File: src/hw/rtl/itoa_pkg.sv
// Shared format codes, character constants and helpers of the integer to ASCII formatter.
package itoa_pkg;

  localparam int unsigned VALUE_WIDTH_DEF = 32;
  localparam int unsigned QUEUE_DEPTH     = 2;

  localparam logic [1:0] OP_DEC = 2'd0;
  localparam logic [1:0] OP_HEX = 2'd1;
  localparam logic [1:0] OP_BIN = 2'd2;
  localparam logic [1:0] OP_BAD = 2'd3;

  localparam logic [7:0] CH_ZERO  = 8'h30;
  localparam logic [7:0] CH_ONE   = 8'h31;
  localparam logic [7:0] CH_UPA   = 8'h41;
  localparam logic [7:0] CH_X     = 8'h78;
  localparam logic [7:0] CH_B     = 8'h62;
  localparam logic [7:0] CH_SPACE = 8'h20;

  function automatic logic [7:0] nibble_char(input logic [3:0] nib);
    logic [7:0] wide;
    wide = {4'b0000, nib};
    if (nib < 4'd10) begin
      return CH_ZERO + wide;
    end
    return CH_UPA + wide - 8'd10;
  endfunction

endpackage

File: src/hw/rtl/itoa_front.sv
// Front end: accepts items, drops unknown formats, masks the value and queues jobs.
module itoa_front #(
  parameter int unsigned VALUE_WIDTH = itoa_pkg::VALUE_WIDTH_DEF
) (
  input  logic                   clk_i,
  input  logic                   rst_ni,
  input  logic                   push,
  output logic                   full,
  input  logic [1:0]             operation_i,
  input  logic [31:0]            value_i,
  output logic                   job_valid_o,
  input  logic                   job_take_i,
  output logic [1:0]             job_op_o,
  output logic [VALUE_WIDTH-1:0] job_value_o
);
  import itoa_pkg::*;

  localparam int unsigned PTR_W = (QUEUE_DEPTH > 1) ? $clog2(QUEUE_DEPTH) : 1;
  localparam int unsigned CNT_W = $clog2(QUEUE_DEPTH + 1);

  logic [1:0]             op_mem    [QUEUE_DEPTH];
  logic [VALUE_WIDTH-1:0] value_mem [QUEUE_DEPTH];
  logic [PTR_W-1:0]       wptr_q, wptr_d, rptr_q, rptr_d;
  logic [CNT_W-1:0]       count_q, count_d;
  logic                   accept, enq, deq;

  assign full        = (count_q == CNT_W'(QUEUE_DEPTH));
  assign accept      = push && !full;
  assign enq         = accept && (operation_i != OP_BAD);
  assign job_valid_o = (count_q != '0);
  assign deq         = job_take_i && job_valid_o;
  assign job_op_o    = op_mem[rptr_q];
  assign job_value_o = value_mem[rptr_q];

  always_comb begin
    wptr_d  = wptr_q;
    rptr_d  = rptr_q;
    count_d = count_q;
    if (enq) begin
      wptr_d = (wptr_q == PTR_W'(QUEUE_DEPTH - 1)) ? '0 : wptr_q + PTR_W'(1);
    end
    if (deq) begin
      rptr_d = (rptr_q == PTR_W'(QUEUE_DEPTH - 1)) ? '0 : rptr_q + PTR_W'(1);
    end
    if (enq && !deq) begin
      count_d = count_q + CNT_W'(1);
    end else if (deq && !enq) begin
      count_d = count_q - CNT_W'(1);
    end
  end

  always_ff @(posedge clk_i or negedge rst_ni) begin
    if (!rst_ni) begin
      wptr_q  <= '0;
      rptr_q  <= '0;
      count_q <= '0;
    end else begin
      wptr_q  <= wptr_d;
      rptr_q  <= rptr_d;
      count_q <= count_d;
    end
  end

  always_ff @(posedge clk_i) begin
    if (enq) begin
      op_mem[wptr_q]    <= operation_i;
      value_mem[wptr_q] <= value_i[VALUE_WIDTH-1:0];
    end
  end

endmodule

File: src/hw/rtl/itoa_back.sv
// Back end: binary to BCD conversion, leading zero skip and character sequencing.
module itoa_back #(
  parameter int unsigned VALUE_WIDTH = itoa_pkg::VALUE_WIDTH_DEF
) (
  input  logic                   clk_i,
  input  logic                   rst_ni,
  input  logic                   job_valid_i,
  output logic                   job_take_o,
  input  logic [1:0]             job_op_i,
  input  logic [VALUE_WIDTH-1:0] job_value_i,
  output logic                   empty,
  input  logic                   pop,
  output logic [7:0]             character_o,
  output logic                   last_o
);
  import itoa_pkg::*;

  localparam int unsigned NIB   = (VALUE_WIDTH + 3) / 4;
  localparam int unsigned PW    = 4 * NIB;
  localparam int unsigned DD    = ((VALUE_WIDTH * 1233) >> 12) + 1;
  localparam int unsigned SW    = 4 * DD;
  localparam int unsigned CNT_W = $clog2(VALUE_WIDTH + 1);
  localparam int unsigned ND_W  = $clog2(DD + 1);

  localparam logic [2:0] S_IDLE = 3'd0;
  localparam logic [2:0] S_CONV = 3'd1;
  localparam logic [2:0] S_SKIP = 3'd2;
  localparam logic [2:0] S_PRE0 = 3'd3;
  localparam logic [2:0] S_PREX = 3'd4;
  localparam logic [2:0] S_EMIT = 3'd5;
  localparam logic [2:0] S_BSP  = 3'd6;
  localparam logic [2:0] S_BBIT = 3'd7;

  logic [2:0]             state_q, state_d;
  logic [1:0]             op_q, op_d;
  logic [SW-1:0]          sr_q, sr_d, adj;
  logic [VALUE_WIDTH-1:0] bin_q, bin_d;
  logic [CNT_W-1:0]       cnt_q, cnt_d;
  logic [ND_W-1:0]        ndig_q, ndig_d;
  logic [1:0]             bc_q, bc_d;
  logic [7:0]             char_q, ch;
  logic                   last_q, lst;
  logic                   valid_q;
  logic                   adv, emit;
  logic [3:0]             top;

  assign adv         = !valid_q || pop;
  assign top         = sr_q[SW-1 -: 4];
  assign empty       = !valid_q;
  assign character_o = char_q;
  assign last_o      = last_q;

  always_comb begin
    for (int i = 0; i < DD; i++) begin
      adj[4*i +: 4] = (sr_q[4*i +: 4] >= 4'd5) ? sr_q[4*i +: 4] + 4'd3 : sr_q[4*i +: 4];
    end
  end

  always_comb begin
    state_d    = state_q;
    op_d       = op_q;
    sr_d       = sr_q;
    bin_d      = bin_q;
    cnt_d      = cnt_q;
    ndig_d     = ndig_q;
    bc_d       = bc_q;
    job_take_o = 1'b0;
    emit       = 1'b0;
    ch         = CH_ZERO;
    lst        = 1'b0;
    unique case (state_q)
      S_IDLE: begin
        if (job_valid_i) begin
          job_take_o = 1'b1;
          op_d       = job_op_i;
          if (job_op_i == OP_DEC) begin
            sr_d    = '0;
            bin_d   = job_value_i;
            cnt_d   = CNT_W'(VALUE_WIDTH);
            state_d = S_CONV;
          end else begin
            sr_d    = SW'(job_value_i) << (SW - PW);
            ndig_d  = ND_W'(NIB);
            state_d = S_SKIP;
          end
        end
      end
      S_CONV: begin
        sr_d  = {adj[SW-2:0], bin_q[VALUE_WIDTH-1]};
        bin_d = bin_q << 1;
        cnt_d = cnt_q - CNT_W'(1);
        if (cnt_q == CNT_W'(1)) begin
          ndig_d  = ND_W'(DD);
          state_d = S_SKIP;
        end
      end
      S_SKIP: begin
        if (ndig_q > ND_W'(1) && top == 4'd0) begin
          sr_d   = sr_q << 4;
          ndig_d = ndig_q - ND_W'(1);
        end else begin
          state_d = (op_q == OP_DEC) ? S_EMIT : S_PRE0;
        end
      end
      S_PRE0: begin
        if (adv) begin
          emit    = 1'b1;
          ch      = CH_ZERO;
          state_d = S_PREX;
        end
      end
      S_PREX: begin
        if (adv) begin
          emit    = 1'b1;
          ch      = (op_q == OP_HEX) ? CH_X : CH_B;
          state_d = (op_q == OP_BIN && top != 4'd0) ? S_BSP : S_EMIT;
        end
      end
      S_EMIT: begin
        if (adv) begin
          emit   = 1'b1;
          ch     = nibble_char(top);
          lst    = (ndig_q == ND_W'(1));
          sr_d   = sr_q << 4;
          ndig_d = ndig_q - ND_W'(1);
          if (ndig_q == ND_W'(1)) begin
            state_d = S_IDLE;
          end
        end
      end
      S_BSP: begin
        if (adv) begin
          emit    = 1'b1;
          ch      = CH_SPACE;
          bc_d    = 2'd0;
          state_d = S_BBIT;
        end
      end
      S_BBIT: begin
        if (adv) begin
          emit = 1'b1;
          ch   = sr_q[SW-1] ? CH_ONE : CH_ZERO;
          sr_d = sr_q << 1;
          bc_d = bc_q + 2'd1;
          if (bc_q == 2'd3) begin
            ndig_d  = ndig_q - ND_W'(1);
            lst     = (ndig_q == ND_W'(1));
            state_d = (ndig_q == ND_W'(1)) ? S_IDLE : S_BSP;
          end
        end
      end
      default: begin
        state_d = S_IDLE;
      end
    endcase
  end

  always_ff @(posedge clk_i or negedge rst_ni) begin
    if (!rst_ni) begin
      state_q <= S_IDLE;
      valid_q <= 1'b0;
    end else begin
      state_q <= state_d;
      if (emit) begin
        valid_q <= 1'b1;
      end else if (pop) begin
        valid_q <= 1'b0;
      end
    end
  end

  always_ff @(posedge clk_i) begin
    op_q   <= op_d;
    sr_q   <= sr_d;
    bin_q  <= bin_d;
    cnt_q  <= cnt_d;
    ndig_q <= ndig_d;
    bc_q   <= bc_d;
    if (emit) begin
      char_q <= ch;
      last_q <= lst;
    end
  end

endmodule

File: src/hw/rtl/integer_to_ascii_formatter.sv
// Top level of the integer to ASCII formatter: front end, job queue and back end.
//
// Each transfer on the input side carries a format (decimal, hex with 0x, binary with 0b
// and a space before every nibble group) and a value whose low VALUE_WIDTH bits are
// formatted; an unknown format is accepted and produces nothing. Characters leave one per
// transfer on the result side with last set on the final one. A two-entry job queue sits
// between the front end and the back end, so up to two items are taken while a number is
// still being written out. Per item the back end loads the job, then for decimal runs
// shift-and-add-3 conversion over all VALUE_WIDTH bits, then drops leading zero digits
// and leaves the skip, then writes out the characters; hex and binary skip the conversion.
// A single conversion and sequencing unit handles the jobs in turn, with a one-character
// output register.
module integer_to_ascii_formatter #(
  parameter int unsigned VALUE_WIDTH = itoa_pkg::VALUE_WIDTH_DEF
) (
  input  logic        clk_i,
  input  logic        rst_ni,
  input  logic        push,
  output logic        full,
  input  logic [1:0]  operation_i,
  input  logic [31:0] value_i,
  output logic        empty,
  input  logic        pop,
  output logic [7:0]  character_o,
  output logic        last_o
);
  import itoa_pkg::*;

  logic                   job_valid;
  logic                   job_take;
  logic [1:0]             job_op;
  logic [VALUE_WIDTH-1:0] job_value;

  itoa_front #(
    .VALUE_WIDTH(VALUE_WIDTH)
  ) u_front (
    .clk_i       (clk_i),
    .rst_ni      (rst_ni),
    .push        (push),
    .full        (full),
    .operation_i (operation_i),
    .value_i     (value_i),
    .job_valid_o (job_valid),
    .job_take_i  (job_take),
    .job_op_o    (job_op),
    .job_value_o (job_value)
  );

  itoa_back #(
    .VALUE_WIDTH(VALUE_WIDTH)
  ) u_back (
    .clk_i       (clk_i),
    .rst_ni      (rst_ni),
    .job_valid_i (job_valid),
    .job_take_o  (job_take),
    .job_op_i    (job_op),
    .job_value_i (job_value),
    .empty       (empty),
    .pop         (pop),
    .character_o (character_o),
    .last_o      (last_o)
  );

`ifndef SYNTHESIS
  a_take_needs_job: assert property (@(posedge clk_i) disable iff (!rst_ni)
    job_take |-> job_valid)
    else $error("back end took a job from an empty queue");

  a_full_has_job: assert property (@(posedge clk_i) disable iff (!rst_ni)
    full |-> job_valid)
    else $error("queue reports full without a waiting job");

  a_no_double_take: assert property (@(posedge clk_i) disable iff (!rst_ni)
    job_take |=> !job_take)
    else $error("back end took jobs on consecutive cycles");

  a_known_format: assert property (@(posedge clk_i) disable iff (!rst_ni)
    job_valid |-> (job_op == OP_DEC || job_op == OP_HEX || job_op == OP_BIN))
    else $error("unknown format reached the job queue head");
`endif

endmodule

File: config.mk
export PLATFORM = sky130hd
export DESIGN_NAME = integer_to_ascii_formatter
export DESIGN_NICKNAME = d
export VERILOG_FILES = /design/src/hw/rtl/itoa_pkg.sv /design/src/hw/rtl/itoa_front.sv /design/src/hw/rtl/itoa_back.sv /design/src/hw/rtl/integer_to_ascii_formatter.sv
export SDC_FILE = /design/constraint.sdc
export NUM_CORES = 1
export LEC_CHECK = 0
export BUFFER_PORTS_ARGS = -buffer_cell sky130_fd_sc_hd__buf_4
export CORE_MARGIN = 3
export CORE_UTILIZATION = 45
export CTS_BUF_LIST = sky130_fd_sc_hd__clkbuf_8
export CTS_CLUSTER_DIAMETER = 150
export DETAILED_ROUTE_END_ITERATION = 8
export RECOVER_POWER = 50
export SETUP_SLACK_MARGIN = 0.2
export SLEW_MARGIN = 20
export SYNTH_ARGS = -nofsm -noshare
export SYNTH_HDL_FRONTEND = slang
export SYNTH_SLANG_ARGS = --single-unit
File: constraint.sdc
create_clock -name clk_i -period 4.58 [get_ports clk_i]
set_clock_uncertainty 0.15 [all_clocks]
set_input_delay 0.229 -clock clk_i [delete_from_list [all_inputs] [get_ports clk_i]]
set_output_delay 0.229 -clock clk_i [all_outputs]
set_load 0.05 [all_outputs]
==> impl_metrics.toml <==
[yosys]
synth_edf_count = 162
synth_ff_type = "edfxtp_1"
synth_cell_type_count = 61
seq_area_frac_synth = 0.595
synth_common_cells = "edfxtp_1 (162), nor2_1 (83), a21oi_1 (73)"
syn-num-nets = 780
synth_area_leader_cell = "edfxtp_1"
syn_inst = 716
synthesis.area_um2 = 8510
synth_seq_cells = 170
synthesis.yosys.warnings = 0
netlist.area_leader.share = 0.572
synthTopCellsByArea = "edfxtp_1 (57%), mux2i_1 (4.8%), a21oi_1 (4.3%), ha_1 (3.8%), nor2_1 (3.7%)"
yosysMostFrequentCell = "edfxtp_1"
async_flop_share = 0.0471
syn-mean-instance-area_um2 = 11.9

[timing]
min_period_over_period = 0.792
rsz0062_at_grt = "false"
slew_violations = 131
fmax_mhz = 276
fin_crit_ns = 3.63
finalSetupTns_ns = 0
worst_pin_slew_ns = 2.18
setup_viol = 0
slew_headroom = -0.455
hold_viol_final = 0

[clocking]
cts_buffer_depth = 2
cts.sinks = 170
cts_tree = "yes"
clockRootBuffer = "clkbuf_8"
clk_latency_ns = 0.46
numCtsBuffers = 17
htreeDepth = 4
clk_pin_slew_ns = 0.09

[placement]
gp_congestion = 0.864
place_inst = 962
hpwl_um = 12000
place_area_um2 = 9020
port_buffers = 47

[power_and_ir_drop]
p_leak_nw = 3.57
p_per_area_nw_per_um2 = 686
power_mw = 6.65
peakVddDrop_v = 0.000242

[setup_path]
cp_slowest_cell = "clkbuf_1"
timing.rr.start = "u_back.state_q[0]"
crit_arrival_ns = 3.69
reg2reg_depth = 6
worstSetupPathType = "flip-flop to flip-flop"
r2r-end = "u_back.sr_q[20]"
worst-path-buf-inv = 1
reg2reg_slack_ns = 0.95
max_stage_delay_ns = 1.09
critPathLaunchType = "flip-flop"
required_ns = 4.64
path_cells = "clkbuf_1, nand2_1, o21ai_1, or3_4, nor2_1, a221o_1"
path_delay_family = "simple AND/OR/NAND/NOR gates"
critPathMaxFanout = 31
end_kind = "flip-flop"

[cells_and_area]
antenna-diode-count = 0
syn2layout_area_growth_pct = 14.0
nets = 855
layout-drive-gt1-share = 0.104
layout.cells.non_filler = 1033
final.fill_count = 1564
final_area_um2 = 9700
fin_util = 0.531

[global_route]
grt_util_met3 = 0.0416
grt_max_degree = 43
grt_pass1_vias = 5663
antenna_found_initial = 0
met1_usage = 0.261
busiest_layer = "met2"
grt_pass1_wl_um = 30000
grtUsageMet2 = 0.293
overflow = 0
gr-usage-all-layers = 0.188

[detailed_routing]
drc_errors = 0
drtPass1Iterations = 5
drt_iter0_markers = 458
drt_wl_total_um = 18500
vias_per_cell = 5.62
ant_nets = 0
vias = 5803
wire_per_inst_um = 17.9

[floorplan]
io_pins = 49
core.rowCount = 49
fp.dieH_um = 143
initial_utilization = 0.466
core-area_um2 = 18300
die_w_um = 143
dieArea_um2 = 20600

[worst_hold_path]
holdCritStartpoint = "u_front.wptr_q"
min_path_cells = 1
hold_path_class = "flip-flop to flip-flop"
hold_path_end = "u_front.wptr_q"

[outcome]
outcome = "finished, violations left"
violations = "max-capacitance violations, max-slew violations"

[job]
drv_cap = 4
==> routing by layer <==
metal	vias to the layer above	part of all wire
met5	-	0
met4	0	0.029
met3	32	0.051
met2	151	0.45
met1	2791	0.47
li1	2829	-
==> area by class of cell <==
class                           instances  area (um^2)  area share
Clock buffer                           17          234      0.0241
Clock inverter                         15          128      0.0132
Inverter                               39          146      0.0151
Multi-Input combinational cell        468         3090       0.318
Sequential cell                       170         5060       0.522
Tap cell                              229          287      0.0296
Timing Repair Buffer                   95          748      0.0772
==> cells by family after synthesis <==
family          Yosys count  synth area share
compound gates          193             0.145
simple gates            177            0.0981
flops                   170             0.595
buf+inv                  78            0.0427
mux                      46            0.0549
fa+ha+maj                26            0.0382
xor+xnor                 25            0.0257
other cells               1          0.000441
==> state kept, by name (all words and copies together), names as in the netlist <==
name	flops
u_back.bin_q	32
u_back.last_o	1
u_back.sr_q	40
u_back.op_q	2
u_back.character_o	7
u_back.bc_q	2
u_front.value_mem	64
u_back.ndig_q	4
u_front.op_mem	4
u_back.state_q	3
u_front.wptr_q	1
u_front.rptr_q	1
u_back.cnt_q	6
u_front.count_q	2
u_back.valid_q	1
==> worst max path at each step <==
stage	startpoint	endpoint	slack (ns)	cells past startpoint
after floorplan	u_front.rptr_q	u_back.bin_q[0]	1.05	4
final	u_back.state_q[0]	u_back.sr_q[20]	0.95	6
after CTS	u_back.sr_q[37]	u_back.ndig_q[1]	1.34	7
after global placement	u_back.state_q[2]	u_back.sr_q[12]	1.48	6
after global routing	u_front.rptr_q	u_back.bin_q[25]	0.62	5
after detailed placement	u_back.sr_q[37]	u_back.ndig_q[1]	1.37	7
==> cell usage in the layout, fill, tap and decap left out, types with 8 or more instances in the layout <==
cell type and count:
xor2_1 9, clkbuf_1 16, clkbuf_4 32, o221ai_1 16
ha_1 26, nand2_1 37, edfxtp_1 162, nor3_1 12
clkbuf_8 17, mux2i_1 41, dfrtp_1 8, nand2b_1 16
xnor2_1 16, o21ai_0 41, nor2_1 83, dlygate4sd3_1 38
buf_4 9, inv_1 40, a21oi_1 73, nor3b_1 9
==> metrics by stage <==
stage / setup WS (ns) / hold WS [ns]
after global placement: 1.48 / -0.0944
after global routing: 0.618 / 0.334
after floorplan: 1.05 / -0.217
after CTS: 1.34 / 0.303
after detailed placement: 1.37 / -0.0925
final: 0.951 / 0.354
==> power by group <==
part | internal (mW) | leakage, nW | switching, mW
Combinational | 1.07 | 1.80 | 1.66
Clock | 0.429 | 0.178 | 0.565
Sequential | 2.41 | 1.59 | 0.516
Total | 3.90 | 3.57 | 2.75
==> repair_timing <==
| action | in CTS | in global routing |
|---|---|---|
| endpoints found under the hold margin | 78 | 0 |
| setup buffers | 0 | 0 |
| resized for setup | 0 | 0 |
| hold buffers | 38 | 0 |
Power figures use the tool's default switching activity.
